File: src/hdl/tdpt_pkg.sv
// Types and constants shared by the trial-division prime test core.
// No dependencies; every other file in hdl/ uses this package.
`default_nettype none

package tdpt_pkg;

	localparam int NUMBER_W = 16;
	localparam int COUNT_W  = 13;
	localparam logic [COUNT_W-1:0] COUNT_MAX = 13'd8191;

	// request transaction payload
	typedef struct packed {
		logic                mode;
		logic [NUMBER_W-1:0] number;
	} tdpt_req_t;

	// response transaction payload
	typedef struct packed {
		logic               is_prime;
		logic [COUNT_W-1:0] prime_count;
	} tdpt_rsp_t;

	// status from the remainder unit back to the sequencer
	typedef struct packed {
		logic done;
		logic zero;
	} tdpt_rem_stat_t;

endpackage

`default_nettype wire

File: src/hdl/tdpt_rem_unit.sv
// Iterative restoring remainder unit: one quotient bit per cycle.
// Depends on tdpt_pkg for the status struct.
`default_nettype none

module tdpt_rem_unit #(
	parameter int W = 16
) (
	input  wire logic                    clk,
	input  wire logic                    arst_n,
	input  wire logic                    start,
	input  wire logic [W-1:0]            dividend,
	input  wire logic [W-1:0]            divisor,
	output tdpt_pkg::tdpt_rem_stat_t     stat
);

	localparam int CW = $clog2(W);

	logic          busy_q;
	logic          done_q;
	logic          zero_q;
	logic [CW-1:0] cnt_q;
	logic [W-1:0]  dvd_q;
	logic [W-1:0]  dsr_q;
	logic [W-1:0]  rem_q;

	logic [W:0]    trial;
	logic [W-1:0]  rem_next;

	// shift in the next dividend bit and subtract when it fits
	always_comb begin
		trial = {rem_q, dvd_q[W-1]};
		if (trial >= {1'b0, dsr_q}) begin
			rem_next = W'(trial - {1'b0, dsr_q});
		end else begin
			rem_next = trial[W-1:0];
		end
	end

	// step sequencing
	always_ff @(posedge clk or negedge arst_n) begin
		if (!arst_n) begin
			busy_q <= 1'b0;
			done_q <= 1'b0;
			zero_q <= 1'b0;
			cnt_q  <= '0;
			dvd_q  <= '0;
			dsr_q  <= '0;
			rem_q  <= '0;
		end else begin
			if (start) begin
				busy_q <= 1'b1;
				done_q <= 1'b0;
				cnt_q  <= CW'(W - 1);
				dvd_q  <= dividend;
				dsr_q  <= divisor;
				rem_q  <= '0;
			end else if (busy_q) begin
				dvd_q <= dvd_q << 1;
				rem_q <= rem_next;
				if (cnt_q == '0) begin
					busy_q <= 1'b0;
					done_q <= 1'b1;
					zero_q <= (rem_next == '0);
				end else begin
					done_q <= 1'b0;
					cnt_q  <= cnt_q - 1'b1;
				end
			end else begin
				done_q <= 1'b0;
			end
		end
	end

	assign stat.done = done_q;
	assign stat.zero = zero_q;

	// a new division never starts over one in flight
	a_no_restart: assert property (@(posedge clk) disable iff (!arst_n)
		start |-> !busy_q)
		else $error("remainder unit restarted while busy");

	// completion only follows a busy cycle
	a_done_after_busy: assert property (@(posedge clk) disable iff (!arst_n)
		done_q |-> $past(busy_q))
		else $error("remainder done without a division in flight");

endmodule

`default_nettype wire

File: src/hdl/trial_division_prime_test_core.sv
// Trial-division prime test core: one request gives one response. Mode 0 tests
// whether number is prime; mode 1 counts the primes in 2..number and also reports
// whether number itself is prime. Only the low NUM_BITS bits of number are used.
// Each trial division runs on one shared remainder unit that retires one bit per
// cycle; a candidate is divided by two, three and so on while the divisor squared
// does not exceed it, stopping early when a factor turns up. A mode 1 request
// repeats this for every candidate 2..number. The request side stalls for the
// whole computation; the response register lets the next request enter while a
// response still waits. Depends on tdpt_pkg and tdpt_rem_unit.
`default_nettype none

module trial_division_prime_test_core #(
	parameter int NUM_BITS = 16
) (
	input  wire logic         clk,
	input  wire logic         arst_n,
	input  wire logic         req_valid,
	output logic              req_stall,
	input  wire tdpt_pkg::tdpt_req_t req,
	output logic              rsp_valid,
	input  wire logic         rsp_stall,
	output tdpt_pkg::tdpt_rsp_t rsp
);

	localparam int N    = NUM_BITS;
	localparam int SQ_W = NUM_BITS + 2;

	typedef enum logic [2:0] {
		ST_IDLE,
		ST_CAND,
		ST_TRY,
		ST_WAIT,
		ST_NEXT,
		ST_FINISH
	} state_t;

	state_t                          state_q;
	logic                            mode_q;
	logic [N-1:0]                    limit_q;
	logic [N-1:0]                    cand_q;
	logic [N-1:0]                    div_q;
	logic [SQ_W-1:0]                 sq_q;
	logic [tdpt_pkg::COUNT_W-1:0]    count_q;
	logic                            prime_q;
	logic                            rsp_valid_q;
	tdpt_pkg::tdpt_rsp_t             rsp_q;

	logic                            req_take;
	logic [N-1:0]                    num_n;
	logic                            rem_start;
	tdpt_pkg::tdpt_rem_stat_t        rem_stat;

	assign num_n     = N'(req.number);
	assign req_stall = (state_q != ST_IDLE);
	assign req_take  = req_valid && !req_stall;
	assign rem_start = (state_q == ST_TRY) && (sq_q <= SQ_W'(cand_q));

	// shared remainder unit
	tdpt_rem_unit #(
		.W (N)
	) u_rem (
		.clk      (clk),
		.arst_n   (arst_n),
		.start    (rem_start),
		.dividend (cand_q),
		.divisor  (div_q),
		.stat     (rem_stat)
	);

	// sequencer over candidates and divisors, plus response register
	always_ff @(posedge clk or negedge arst_n) begin
		if (!arst_n) begin
			state_q     <= ST_IDLE;
			mode_q      <= 1'b0;
			limit_q     <= '0;
			cand_q      <= '0;
			div_q       <= '0;
			sq_q        <= '0;
			count_q     <= '0;
			prime_q     <= 1'b0;
			rsp_valid_q <= 1'b0;
			rsp_q       <= '0;
		end else begin
			if (rsp_valid_q && !rsp_stall && (state_q != ST_FINISH)) begin
				rsp_valid_q <= 1'b0;
			end
			unique case (state_q)
				ST_IDLE: begin
					if (req_take) begin
						mode_q  <= req.mode;
						limit_q <= num_n;
						count_q <= '0;
						cand_q  <= req.mode ? N'(2) : num_n;
						state_q <= ST_CAND;
					end
				end
				ST_CAND: begin
					if (mode_q && (cand_q > limit_q)) begin
						// count limit below two: nothing to test
						prime_q <= 1'b0;
						state_q <= ST_FINISH;
					end else if (cand_q < N'(2)) begin
						prime_q <= 1'b0;
						state_q <= ST_NEXT;
					end else begin
						div_q   <= N'(2);
						sq_q    <= SQ_W'(4);
						state_q <= ST_TRY;
					end
				end
				ST_TRY: begin
					if (rem_start) begin
						state_q <= ST_WAIT;
					end else begin
						// divisor squared passed the candidate
						prime_q <= 1'b1;
						state_q <= ST_NEXT;
					end
				end
				ST_WAIT: begin
					if (rem_stat.done) begin
						if (rem_stat.zero) begin
							prime_q <= 1'b0;
							state_q <= ST_NEXT;
						end else begin
							// (d+1)^2 = d^2 + 2d + 1
							sq_q    <= sq_q + SQ_W'({div_q, 1'b1});
							div_q   <= div_q + 1'b1;
							state_q <= ST_TRY;
						end
					end
				end
				ST_NEXT: begin
					if (mode_q) begin
						if (prime_q && (count_q < tdpt_pkg::COUNT_MAX)) begin
							count_q <= count_q + 1'b1;
						end
						if (cand_q == limit_q) begin
							state_q <= ST_FINISH;
						end else begin
							cand_q  <= cand_q + 1'b1;
							state_q <= ST_CAND;
						end
					end else begin
						count_q <= tdpt_pkg::COUNT_W'(prime_q);
						state_q <= ST_FINISH;
					end
				end
				ST_FINISH: begin
					if (!rsp_valid_q || !rsp_stall) begin
						rsp_valid_q       <= 1'b1;
						rsp_q.is_prime    <= prime_q;
						rsp_q.prime_count <= count_q;
						state_q           <= ST_IDLE;
					end
				end
				default: begin
					state_q <= ST_IDLE;
				end
			endcase
		end
	end

	assign rsp_valid = rsp_valid_q;
	assign rsp       = rsp_q;

	// a division is only in flight while the divisor square fits the candidate
	a_sq_bound: assert property (@(posedge clk) disable iff (!arst_n)
		(state_q == ST_WAIT) |-> (sq_q <= SQ_W'(cand_q)))
		else $error("divisor square exceeds candidate during division");

	// trial divisors start at two
	a_div_min: assert property (@(posedge clk) disable iff (!arst_n)
		(state_q == ST_TRY || state_q == ST_WAIT) |-> (div_q >= N'(2)))
		else $error("trial divisor below two");

	// a single-number test reports a count of zero or one
	a_mode0_count: assert property (@(posedge clk) disable iff (!arst_n)
		(state_q == ST_FINISH && !mode_q) |-> (count_q == tdpt_pkg::COUNT_W'(prime_q)))
		else $error("single test count differs from prime flag");

endmodule

`default_nettype wire

File: config.mk
export PLATFORM = sky130hd
export DESIGN_NAME = trial_division_prime_test_core
export DESIGN_NICKNAME = d
export VERILOG_FILES = /design/src/hdl/tdpt_pkg.sv /design/src/hdl/tdpt_rem_unit.sv /design/src/hdl/trial_division_prime_test_core.sv
export SDC_FILE = /design/constraint.sdc
export NUM_CORES = 1
export LEC_CHECK = 0
export ABC_AREA = 1
export BUFFER_PORTS_ARGS = -buffer_cell sky130_fd_sc_hd__buf_2
export CORE_MARGIN = 2
export CORE_UTILIZATION = 30
export DETAILED_ROUTE_END_ITERATION = 12
export PLACE_DENSITY = 0.42
export SLEW_MARGIN = 20
export SYNTH_ARGS = -nofsm -noshare
export SYNTH_HDL_FRONTEND = slang
export SYNTH_SLANG_ARGS = --single-unit
File: constraint.sdc
create_clock -name clk -period 2.7 [get_ports clk]
set_input_delay 0.54 -clock clk [delete_from_list [all_inputs] [get_ports clk]]
set_output_delay 0.54 -clock clk [all_outputs]
set_load 0.1 [all_outputs]
### Yosys cells after proc, flatten, opt, wreduce, memory -nomap -nowiden

Cells that the tools add are included.
Widths: inputs -> output; s select.

| word-level totals | value |
|---|---|
| bits in writable memories | 0 |
| output and inout port bits | 16 |
| register bits | 154 |
| memories kept | 0 |
| word-level logic and storage cells | 129 |
| memory bits (read-only) | 0 |
| input port bits | 21 |
| latch bits | 0 |

| operators by class | value |
|---|---|
| add/sub/neg operators | 6 |
| multiply operators | 0 |
| shift operators | 0 |
| eq/ne operators | 20 |
| multiplexer cells | 52 |
| reductions and logical operators | 27 |
| divide/modulo/power cells | 0 |
| bitwise gates (word level) | 1 |
| magnitude comparators | 5 |

Operators by type and width:

| cell | count |
|---|---|
| $mux 16 | 13 |
| $mux 18 | 4 |
| $pmux 16 s2 | 2 |
| $mux 13 | 3 |
| $pmux 18 s2 | 1 |
| $add 16x1->16 const B | 2 |
| $mux 3 | 9 |
| $pmux 13 s2 | 1 |
| $add 18x17->18 | 1 |
| $le 18x16->1 | 1 |
| $ne 2x2->1 const B | 9 |
| $pmux 3 s6 | 1 |
| $ge 17x16->1 | 1 |
| $eq 16x16->1 | 1 |
| $gt 16x16->1 | 1 |
| $logic_not 16->1 | 1 |
| $lt 16x2->1 const B | 1 |
| $sub 16x16->16 | 1 |
| $mux 1 | 14 |
| $add 13x1->13 const B | 1 |
| $lt 13x13->1 const B | 1 |
| $mux 4 | 3 |
| $reduce_and 5->1 | 2 |
| $ne 3x3->1 const B | 3 |
| other kinds (17) | 34 |

### Logic depth before layout (Yosys ltp)

Gate-level depths: netlist (run 1).

| logic depth | value |
|---|---|
| depth after elaboration | 6 |
| gate-level depth with buffers | 19 |
| gate-level depth less buffers | 19 |

### By module

A second synthesis (run 1) with hierarchy kept.

| second synthesis, totals | value |
|---|---|
| cell total of the unflattened synthesis | 1428 |
| area, all modules | 10289.9 um^2 |

By module, submodules not included:

| module | sequential area each (um^2) | cells each | area an instance (um^2) | times used |
|---|---|---|---|---|
| trial_division_prime_test_core | 2477.4 | 933 | 6711.4 | 1 |
| tdpt_rem_unit | 1376.3 | 495 | 3578.4 | 1 |

### Worst setup path after synthesis (run 1)

No wires, ideal clock.

| path | value |
|---|---|
| path kind | register to register |
| from | reg cand_q[9] |
| to | reg u_rem.rem_q[10] |
| slack | 396 ps |
| cell stages (with the launch flop) | 14 |
| library setup time | 121 ps |
| required time | 2579 ps |
| clock period less this slack | 2304 ps |
| arrival time | 2183 ps |
| cell sequence | dfrtp_1 clkinv_1 ha_1 a21o_1 nor2_1 nand3_1 nand2_1 nand2_1 nand2_1 nand2_1 nand2_2 clkinv_1 buf_2 a22o_1 |

| between the ends | value |
|---|---|
| word-level cells in the longest chain between the ends | 3 |
| elaborated cells on any way between the ends | 4 |

Ends and longest elaborated chain:

| element | RTL line | RTL |
|---|---|---|
| from (decl) | trial_division_prime_test_core.sv:40 | `logic [N-1:0] cand_q;` |
| from (signal assigned) | trial_division_prime_test_core.sv:93 | `cand_q <= req.mode ? N'(2) : num_n;` |
| from (signal assigned) | trial_division_prime_test_core.sv:141 | `cand_q <= cand_q + 1'b1;` |
| $le 18x16->1 * | trial_division_prime_test_core.sv:56 | `assign rem_start = (state_q == ST_TRY) && (sq_q <= SQ_W'(cand_q));` |
| $logic_and 1x1->1 * | trial_division_prime_test_core.sv:56 |  |
| $mux 16 or $reduce_bool 2->1 (tied branches) | n/a |  |
| to (signal assigned) | tdpt_rem_unit.sv:59 | `rem_q <= rem_next;` |
| to (decl) | tdpt_rem_unit.sv:24 | `logic [W-1:0] rem_q;` |

Every way passes the cells marked *; elsewhere a longest branch is shown, timed or not.
A chain may end at the register's enable or synchronous reset.

### Worst setup path after layout (run 1)

| path | value |
|---|---|
| from | reg cand_q[9] |
| to | reg state_q[0] |

| between the ends | value |
|---|---|
| word-level cells in the longest chain between the ends | 4 |
| elaborated cells on any way between the ends | 7 |

Ends and longest elaborated chain:

| element | RTL line | RTL |
|---|---|---|
| $le 18x16->1 or $gt 16x16->1 (tied branches) | trial_division_prime_test_core.sv:56, trial_division_prime_test_core.sv:98 |  |
| $logic_and 1x1->1 (on tied branches) | trial_division_prime_test_core.sv:56, trial_division_prime_test_core.sv:98 |  |
| $mux 3 (on tied branches) | trial_division_prime_test_core.sv:112, trial_division_prime_test_core.sv:98 |  |
| $pmux 3 s6 * | trial_division_prime_test_core.sv:87 | `unique case (state_q)` |
| to (signal assigned) | trial_division_prime_test_core.sv:94 | `state_q <= ST_CAND;` |
| to (signal assigned) | trial_division_prime_test_core.sv:113 | `state_q <= ST_WAIT;` |
| to (signal assigned) | trial_division_prime_test_core.sv:117 | `state_q <= ST_NEXT;` |
| to (decl) | trial_division_prime_test_core.sv:37 | `state_t state_q;` |

Marks and branches as above.

==> results of run 1 <==
cell families (layout without fill, tap and decap cells):
kind of cell,Yosys count,in the layout,synth area share [%]
buffers and inverters,221,315,8.597
AND/OR/NAND/NOR,685,685,28.29
flip-flops,154,154,38.15
XOR/XNOR,36,36,3.121
AO/OA/AOI/OAI,223,226,12.78
multiplexers,1,1,0.1115
adder cells (fa/ha/maj),71,71,8.943
state kept, by name (all words and copies together) (netlist names), 3 cells and up:
signal	cells
cand_q	16
count_q	13
div_q	16
limit_q	16
rsp	14
sq_q	18
state_q	3
u_rem.cnt_q	4
u_rem.dsr_q	16
u_rem.dvd_q	16
u_rem.rem_q	16
placed cells by master (no fill, tap or decap), drive strengths merged, types with 4 or more instances in the layout:
cell    Yosys  layout
a21o        5       5
a21oi      49      52
a22o       12      12
buf        20      95
bufinv      0       4
clkbuf     13      19
clkinv      2       7
dfrtp     154     154
ha         69      69
inv       186     187
nand2     415     415
nand3      84      84
nand4      20      20
nor2      122     122
nor3       29      29
nor4        7       7
o211ai     10      10
o21ai     117     117
o221ai      7       7
o22ai       9       9
xnor2       6       6
xor2       30      30
area by class of cell:
class / instances / area [sq um] / area share, %
multi-input combinational: 1019 / 5441 / 45.82
timing repair buffer: 95 / 683.2 / 5.752
clock inverter: 13 / 192.7 / 1.622
sequential: 154 / 3854 / 32.45
inverter: 188 / 711.9 / 5.995
tap: 448 / 560.5 / 4.720
clock buffer: 19 / 432.9 / 3.645
power by group through the flow:
stage | logic, mW | clock network [mW] | registers, mW
2_1_floorplan | 4.43 | 0 | 3.31
3_3_place_gp | 6.48 | 0 | 3.28
3_5_place_dp | 6.50 | 0 | 3.28
4_1_cts | 6.60 | 2.68 | 3.24
5_1_grt | 7.59 | 2.78 | 3.32
6_report | 6.66 | 2.61 | 3.24
what timing repair did:
item / 4_1_cts / 5_1_grt
setup endpoints to repair: 55 / 71
buffers inserted: 0 / 2
pin swaps: 0 / 4
hold buffers: 0 / 0
cloned: 1 / 2
gates resized for setup: 4 / 11
final timing paths:
kind	endpoint	slack, ps
setup / recovery	state_q[0]$_DFFE_PN0P_	180
hold / removal	limit_q[14]$_DFFE_PN0P_	90
setup reg to reg	state_q[0]$_DFFE_PN0P_	180
hold reg to reg	u_rem.dsr_q[2]$_DFFE_PN0P_	480
max in group asynchronous	sq_q[4]$_DFFE_PN0P_	1910
min in group clk	limit_q[1]$_DFFE_PN0P_	370
layer usage:
layer / GRT usage [%] / vias to the layer above / wire length [um]
met5: 0 / - / 0
met4: 5.058 / 0 / 523
met3: 3.126 / 32 / 980
met2: 27.07 / 124 / 13080
met1: 26.40 / 4255 / 16120
li1: - / 4720 / -
metrics by stage:
| stage | std cells | TNS [ps] |
|---|---|---|
| 3_3_place_gp | 1899 | -2451 |
| 4_1_cts | 1932 | 0 |
| 2_1_floorplan | 1391 | 0 |
| 6_report | 1936 | 0 |
| 5_1_grt | 1936 | 0 |
| 3_5_place_dp | 1899 | -2540 |
==> out/qor.yml, run 1 <==
synth.distinct_cells: 49
cts-root-buf: "clkbuf_16"
grt_setup_unrepaired: "false"
hpwl_mm: 23.40
syn_area_sq_mm: 0.01010
postSynthCellCount: 1391
fillCellCount: 3699
cap_violations: 0
hold_viol_final: 0
leakage_nw: 5.896
firstDrtPassIters: 5
ys_seq_area_share_pct: 38.15
path_depth: 15
tightest_slew_ps: 705.7
combPwrFrac_pct: 53.2
die_h_um: 187.5
netlist_top_cells_count: "nand2_1 (412), inv_1 (184), dfrtp_1 (154)"
grt_pass1_vias: 8845
initial_core_util_pct: 30.27
setup_ws_ps: 184.2
layout.nets: 1567
die_x_um: 187.5
place_area_sq_mm: 0.01116
ys.flop_type: "dfrtp_1"
cts_htree_levels: 4
gr-total-overflow: 0
status: "finished clean"
syn-mean-instance-area_sq_um: 7.262
cts_sinks: 154
p_per_area_mw_per_mm2: 1053
worst-path-buf-inv: 3
cp_max_fo: 45
grt_start_max_net_pins: 59
yosysTopAreaCell: "dfrtp_1"
setup-violations-final: 0
p_sw_share_pct: 46.60
postLayoutCellArea_sq_mm: 0.01188
cp_data_arrival_time_ps: 2850
ios: 37
relSlewSlack_pct: 52.95
p_total_mw: 12.51
wl_per_cell_um: 15.86
period_needed_ps: 2516
ir_drop_uv: 600.1
num_vias: 9131
cp-start-kind: "register"
yosys_warnings: 0
yosysMostFrequentCell: "nand2_1"
path_class: "reg2reg"
gp_congestion: 0.8504
p_clk_share_pct: 20.9
max_stage_delay_ps: 350
cts_tree: "built"
setup.worst_path.start: "cand_q[9]$_DFFE_PN0P_"
fp.coreArea_sq_mm: 0.03336
fin_util_pct: 35.60
drt-initial-drc-count: 427
worstReg2RegStart: "cand_q[9]$_DFFE_PN0P_"
intPower_mw: 6.681
grtUsageTotal_pct: 17.98
die-area_sq_mm: 0.03515
grt_pass1_wl_mm: 49.60
ys_seq_elements: 154
vias_per_cell: 4.716
yosys.area.top_type_share_pct: 38.15
antenna_found_initial: 0
clk_pin_slew_ps: 70
slowest_stage: "dfrtp_1"
power.switching_mw: 5.830
synth_area_leaders: "dfrtp_1 (38%), nand2_1 (15%), ha_1 (8.5%)"
clock_skew_ps: 13.05
synthArstFlopShare_pct: 100.0
power_frac_seq_pct: 25.9
path_cells: "buf_4 > clkinv_1 > ha_1 > nand2_1 > nor2_1 > nand3_1 > nand3_1 > nand2_1 > nand2_2 > nand2_2 > nand2_2 > buf_12 > o21ai_0 > o21ai_0 > nand2_1"
post-place-ws_ps: -134.6
diodes: 0
path_delay_family: "simple AND/OR/NAND/NOR gates"
hold_slack_ps: 94.80
clockBufferDepth: 2
synthToLayoutAreaGrowth_pct: 17.58
final_layout_size_suffix_gt1_share_pct: 10.48
rr_worst_depth: 15
drc: 0
finalCritPeriodShare_pct: 93.18
clock_latency_ps: 440
wl_mm: 30.70
port_buffers: 36
numCtsBuffers: 17
crit_required_ps: 3030
postRouteAntennaNets: 0
final-max-slew-violation-count: 0
max_freq_ghz: 0.3975
synth-edff-count: 0
worstSetupEndpointType: "register"
min_path_type: "in2async"
syn_nets: 1483
rows: 67
Power figures use the tool's default switching activity.
==> run 2: changes to the inputs <==
- PLACE_DENSITY: 0.42 -> default
==> run 2 against run 1 <==
  * Via count rose by 0.71%
  * Hold slack worse by 32 ps
  * Largest cell class unchanged
  * Routed wire length is 12% lower
  * Clock power decreased by 8.4%
  * Total power decreased by 4.8%
  * Register-to-register slack improved by 30 ps
  * Clock skew down 2.6 ps
  * Critical path depth fell by 1
  * Non-clock buffer count decreased by 25
  * Count of clock-buffer cells in the layout decreased by 2
  * Critical endpoint is now u_rem.zero_q$_DFFE_PN0P_
  * Die area stayed put
  * Critical path type unchanged
  * Sequential cell count is the same
==> out/qor.yml, run 2 (synthesis results as in run 1) <==
status: "finished clean"
p_per_area_mw_per_mm2: 1027  # -2.5%
hpwl_mm: 20.69  # -12%
crit_required_ps: 3080  # +50 ps
clock_skew_ps: 10.47  # -2.581 ps
worstSetupEndpointType: "register"
p_sw_share_pct: 47.26  # +0.65 points
cp_max_fo: 17  # -62%
relSlewSlack_pct: 50.74  # -2.2 points
ir_drop_uv: 451.3  # -25%
wl_mm: 27.03  # -12%
port_buffers: 36  # unchanged
hold_buffers: 0  # unchanged
power_frac_seq_pct: 27.9  # +2.0 points
fillCellCount: 3567  # -3.6%
post-place-ws_ps: 113.0  # +247.7 ps
clk_pin_slew_ps: 70  # about the same
tightest_slew_ps: 733.2  # +27.49 ps
multiInputGateArea_sq_mm: 0.005408  # -0.62%
cap_violations: 0  # unchanged
cts_tree: "built"
grt_pass1_wl_mm: 44.72  # -9.8%
wl_per_cell_um: 14.17  # -11%
layout.nets: 1539  # -1.8%
drc: 0  # unchanged
final-max-slew-violation-count: 0  # unchanged
synthToLayoutAreaGrowth_pct: 14.84
setup-violations-final: 0  # unchanged
fp.coreArea_sq_mm: 0.03336  # unchanged
die_x_um: 187.5  # unchanged
clock_latency_ps: 440  # about the same
rows: 67  # unchanged
diodes: 0  # unchanged
grt_start_max_net_pins: 59  # unchanged
intPower_mw: 6.282  # -6.0%
leakage_nw: 5.758  # -2.3%
grt_pass1_vias: 8811  # -0.38%
firstDrtPassIters: 5  # unchanged
seq_area_sq_mm: 0.003854  # unchanged
top_register: "sq_q"
power.switching_mw: 5.629  # -3.5%
cts-root-buf: "clkbuf_16"
largest_register_ff_count: 18  # unchanged
period_needed_ps: 2491  # -25.22 ps
postRouteAntennaNets: 0  # unchanged
max_freq_ghz: 0.4015  # +1.0%
cts_sinks: 154  # unchanged
finalCritPeriodShare_pct: 92.24  # -0.93 points
grt_setup_unrepaired: "false"
vias_per_cell: 4.820  # +2.2%
cts_htree_levels: 4  # unchanged
clockBufferDepth: 2  # unchanged
grtUsageTotal_pct: 15.69  # -2.3 points
ios: 37  # unchanged
gr-total-overflow: 0  # unchanged
final_layout_size_suffix_gt1_share_pct: 8.562  # -1.9 points
layout_commonest_cell: "nand2_1"
gp_congestion: 0.8827  # +3.8%
cp_data_arrival_time_ps: 2870  # +20 ps
antenna_found_initial: 0  # unchanged
num_vias: 9196  # +0.71%
combPwrFrac_pct: 52.1  # -1.1 points
p_clk_share_pct: 20.1  # -0.8 points
fin_tns_setup_ps: 0  # unchanged
cp-start-kind: "register"
min_path_type: "in2async"
die_h_um: 187.5  # unchanged
initial_core_util_pct: 30.27  # unchanged
setup_ws_ps: 209.5  # +25.22 ps
path_class: "reg2reg"
final_cell_mix: "nand2_1 (410), inv_1 (184), dfrtp_1 (154)"
hold_viol_final: 0  # unchanged
drt-initial-drc-count: 622  # +46%
die-area_sq_mm: 0.03515  # unchanged
numCtsBuffers: 17  # unchanged
==> run 2: timing repair <==
action | CTS | global route
setup endpoints to repair | 0 | 28
buffers inserted | 0 | 2
resized for setup | 0 | 10
==> run 2: cell type report <==
cell class | instances | area share [%]
Clock buffer | 17 | 3.667
Clock inverter | 15 | 1.316
Inverter | 188 | 6.105
Multi-Input combinational cell | 1016 | 46.62
Sequential cell | 154 | 33.22
Tap cell | 448 | 4.832
Timing Repair Buffer | 70 | 4.239
==> run 2: worst paths after layout <==
| path | from | end | slack [ps] | cells past startpoint |
|---|---|---|---|---|
| min in group clk | req[1] | limit_q[1]$_DFFE_PN0P_ | 360 | 3 |
| min | arst_n | limit_q[15]$_DFFE_PN0P_ | 60 | 1 |
| max in group asynchronous | arst_n | count_q[4]$_DFFE_PN0P_ | 1910 | 2 |
| max | u_rem.rem_q[6]$_DFFE_PN0P_ | u_rem.zero_q$_DFFE_PN0P_ | 210 | 14 |
| min reg2reg | rsp[8]$_DFFE_PN0P_ | rsp[8]$_DFFE_PN0P_ | 480 | 2 |
| max reg2reg | u_rem.rem_q[6]$_DFFE_PN0P_ | u_rem.zero_q$_DFFE_PN0P_ | 210 | 14 |
==> run 2: critical path, stage by stage (launching register included) <==
cell	delay (ps)
dfrtp_1	410
ha_1	380
nand2_1	180
inv_1	80
a21oi_2	180
nand3_1	160
nand2_4	140
nand2_4	140
nand2_1	100
nand2_1	80
nor2_1	110
nand2_1	70
nor2_1	200
nand3_1	130
nand2_1	80
==> run 2: power by group through the flow <==
| stage | Clock, mW | Sequential (mW) | Combinational, mW |
|---|---|---|---|
| 2_1_floorplan | 0 | 3.31 | 4.43 |
| 3_3_place_gp | 0 | 3.34 | 6.03 |
| 3_5_place_dp | 0 | 3.34 | 6.09 |
| 4_1_cts | 2.44 | 3.31 | 6.12 |
| 5_1_grt | 2.52 | 3.39 | 7.05 |
| 6_report | 2.39 | 3.32 | 6.20 |
==> run 2: per-stage QoR <==
stage	hold WS [ps]	power, mW	instances	utilization (%)	instance area, sq um
detailed placement	472.0	9.435	1874	32.90	10980
CTS	78.06	11.87	1906	34.63	11550
global route	102.7	12.96	1908	34.77	11600
finish	62.95	11.91	1908	34.77	11600
global placement	467.5	9.363	1874	32.90	10980
floorplan	244.4	7.740	1391	-	10100
==> run 2: routing by layer <==
layer | track usage (%) | wire length (um) | vias up
met4 | 6.057 | 681 | 0
met1 | 21.16 | 13100 | 4350
met3 | 1.984 | 713 | 33
met2 | 25.71 | 12540 | 169
met5 | 0 | 0 | -
li1 | - | - | 4644
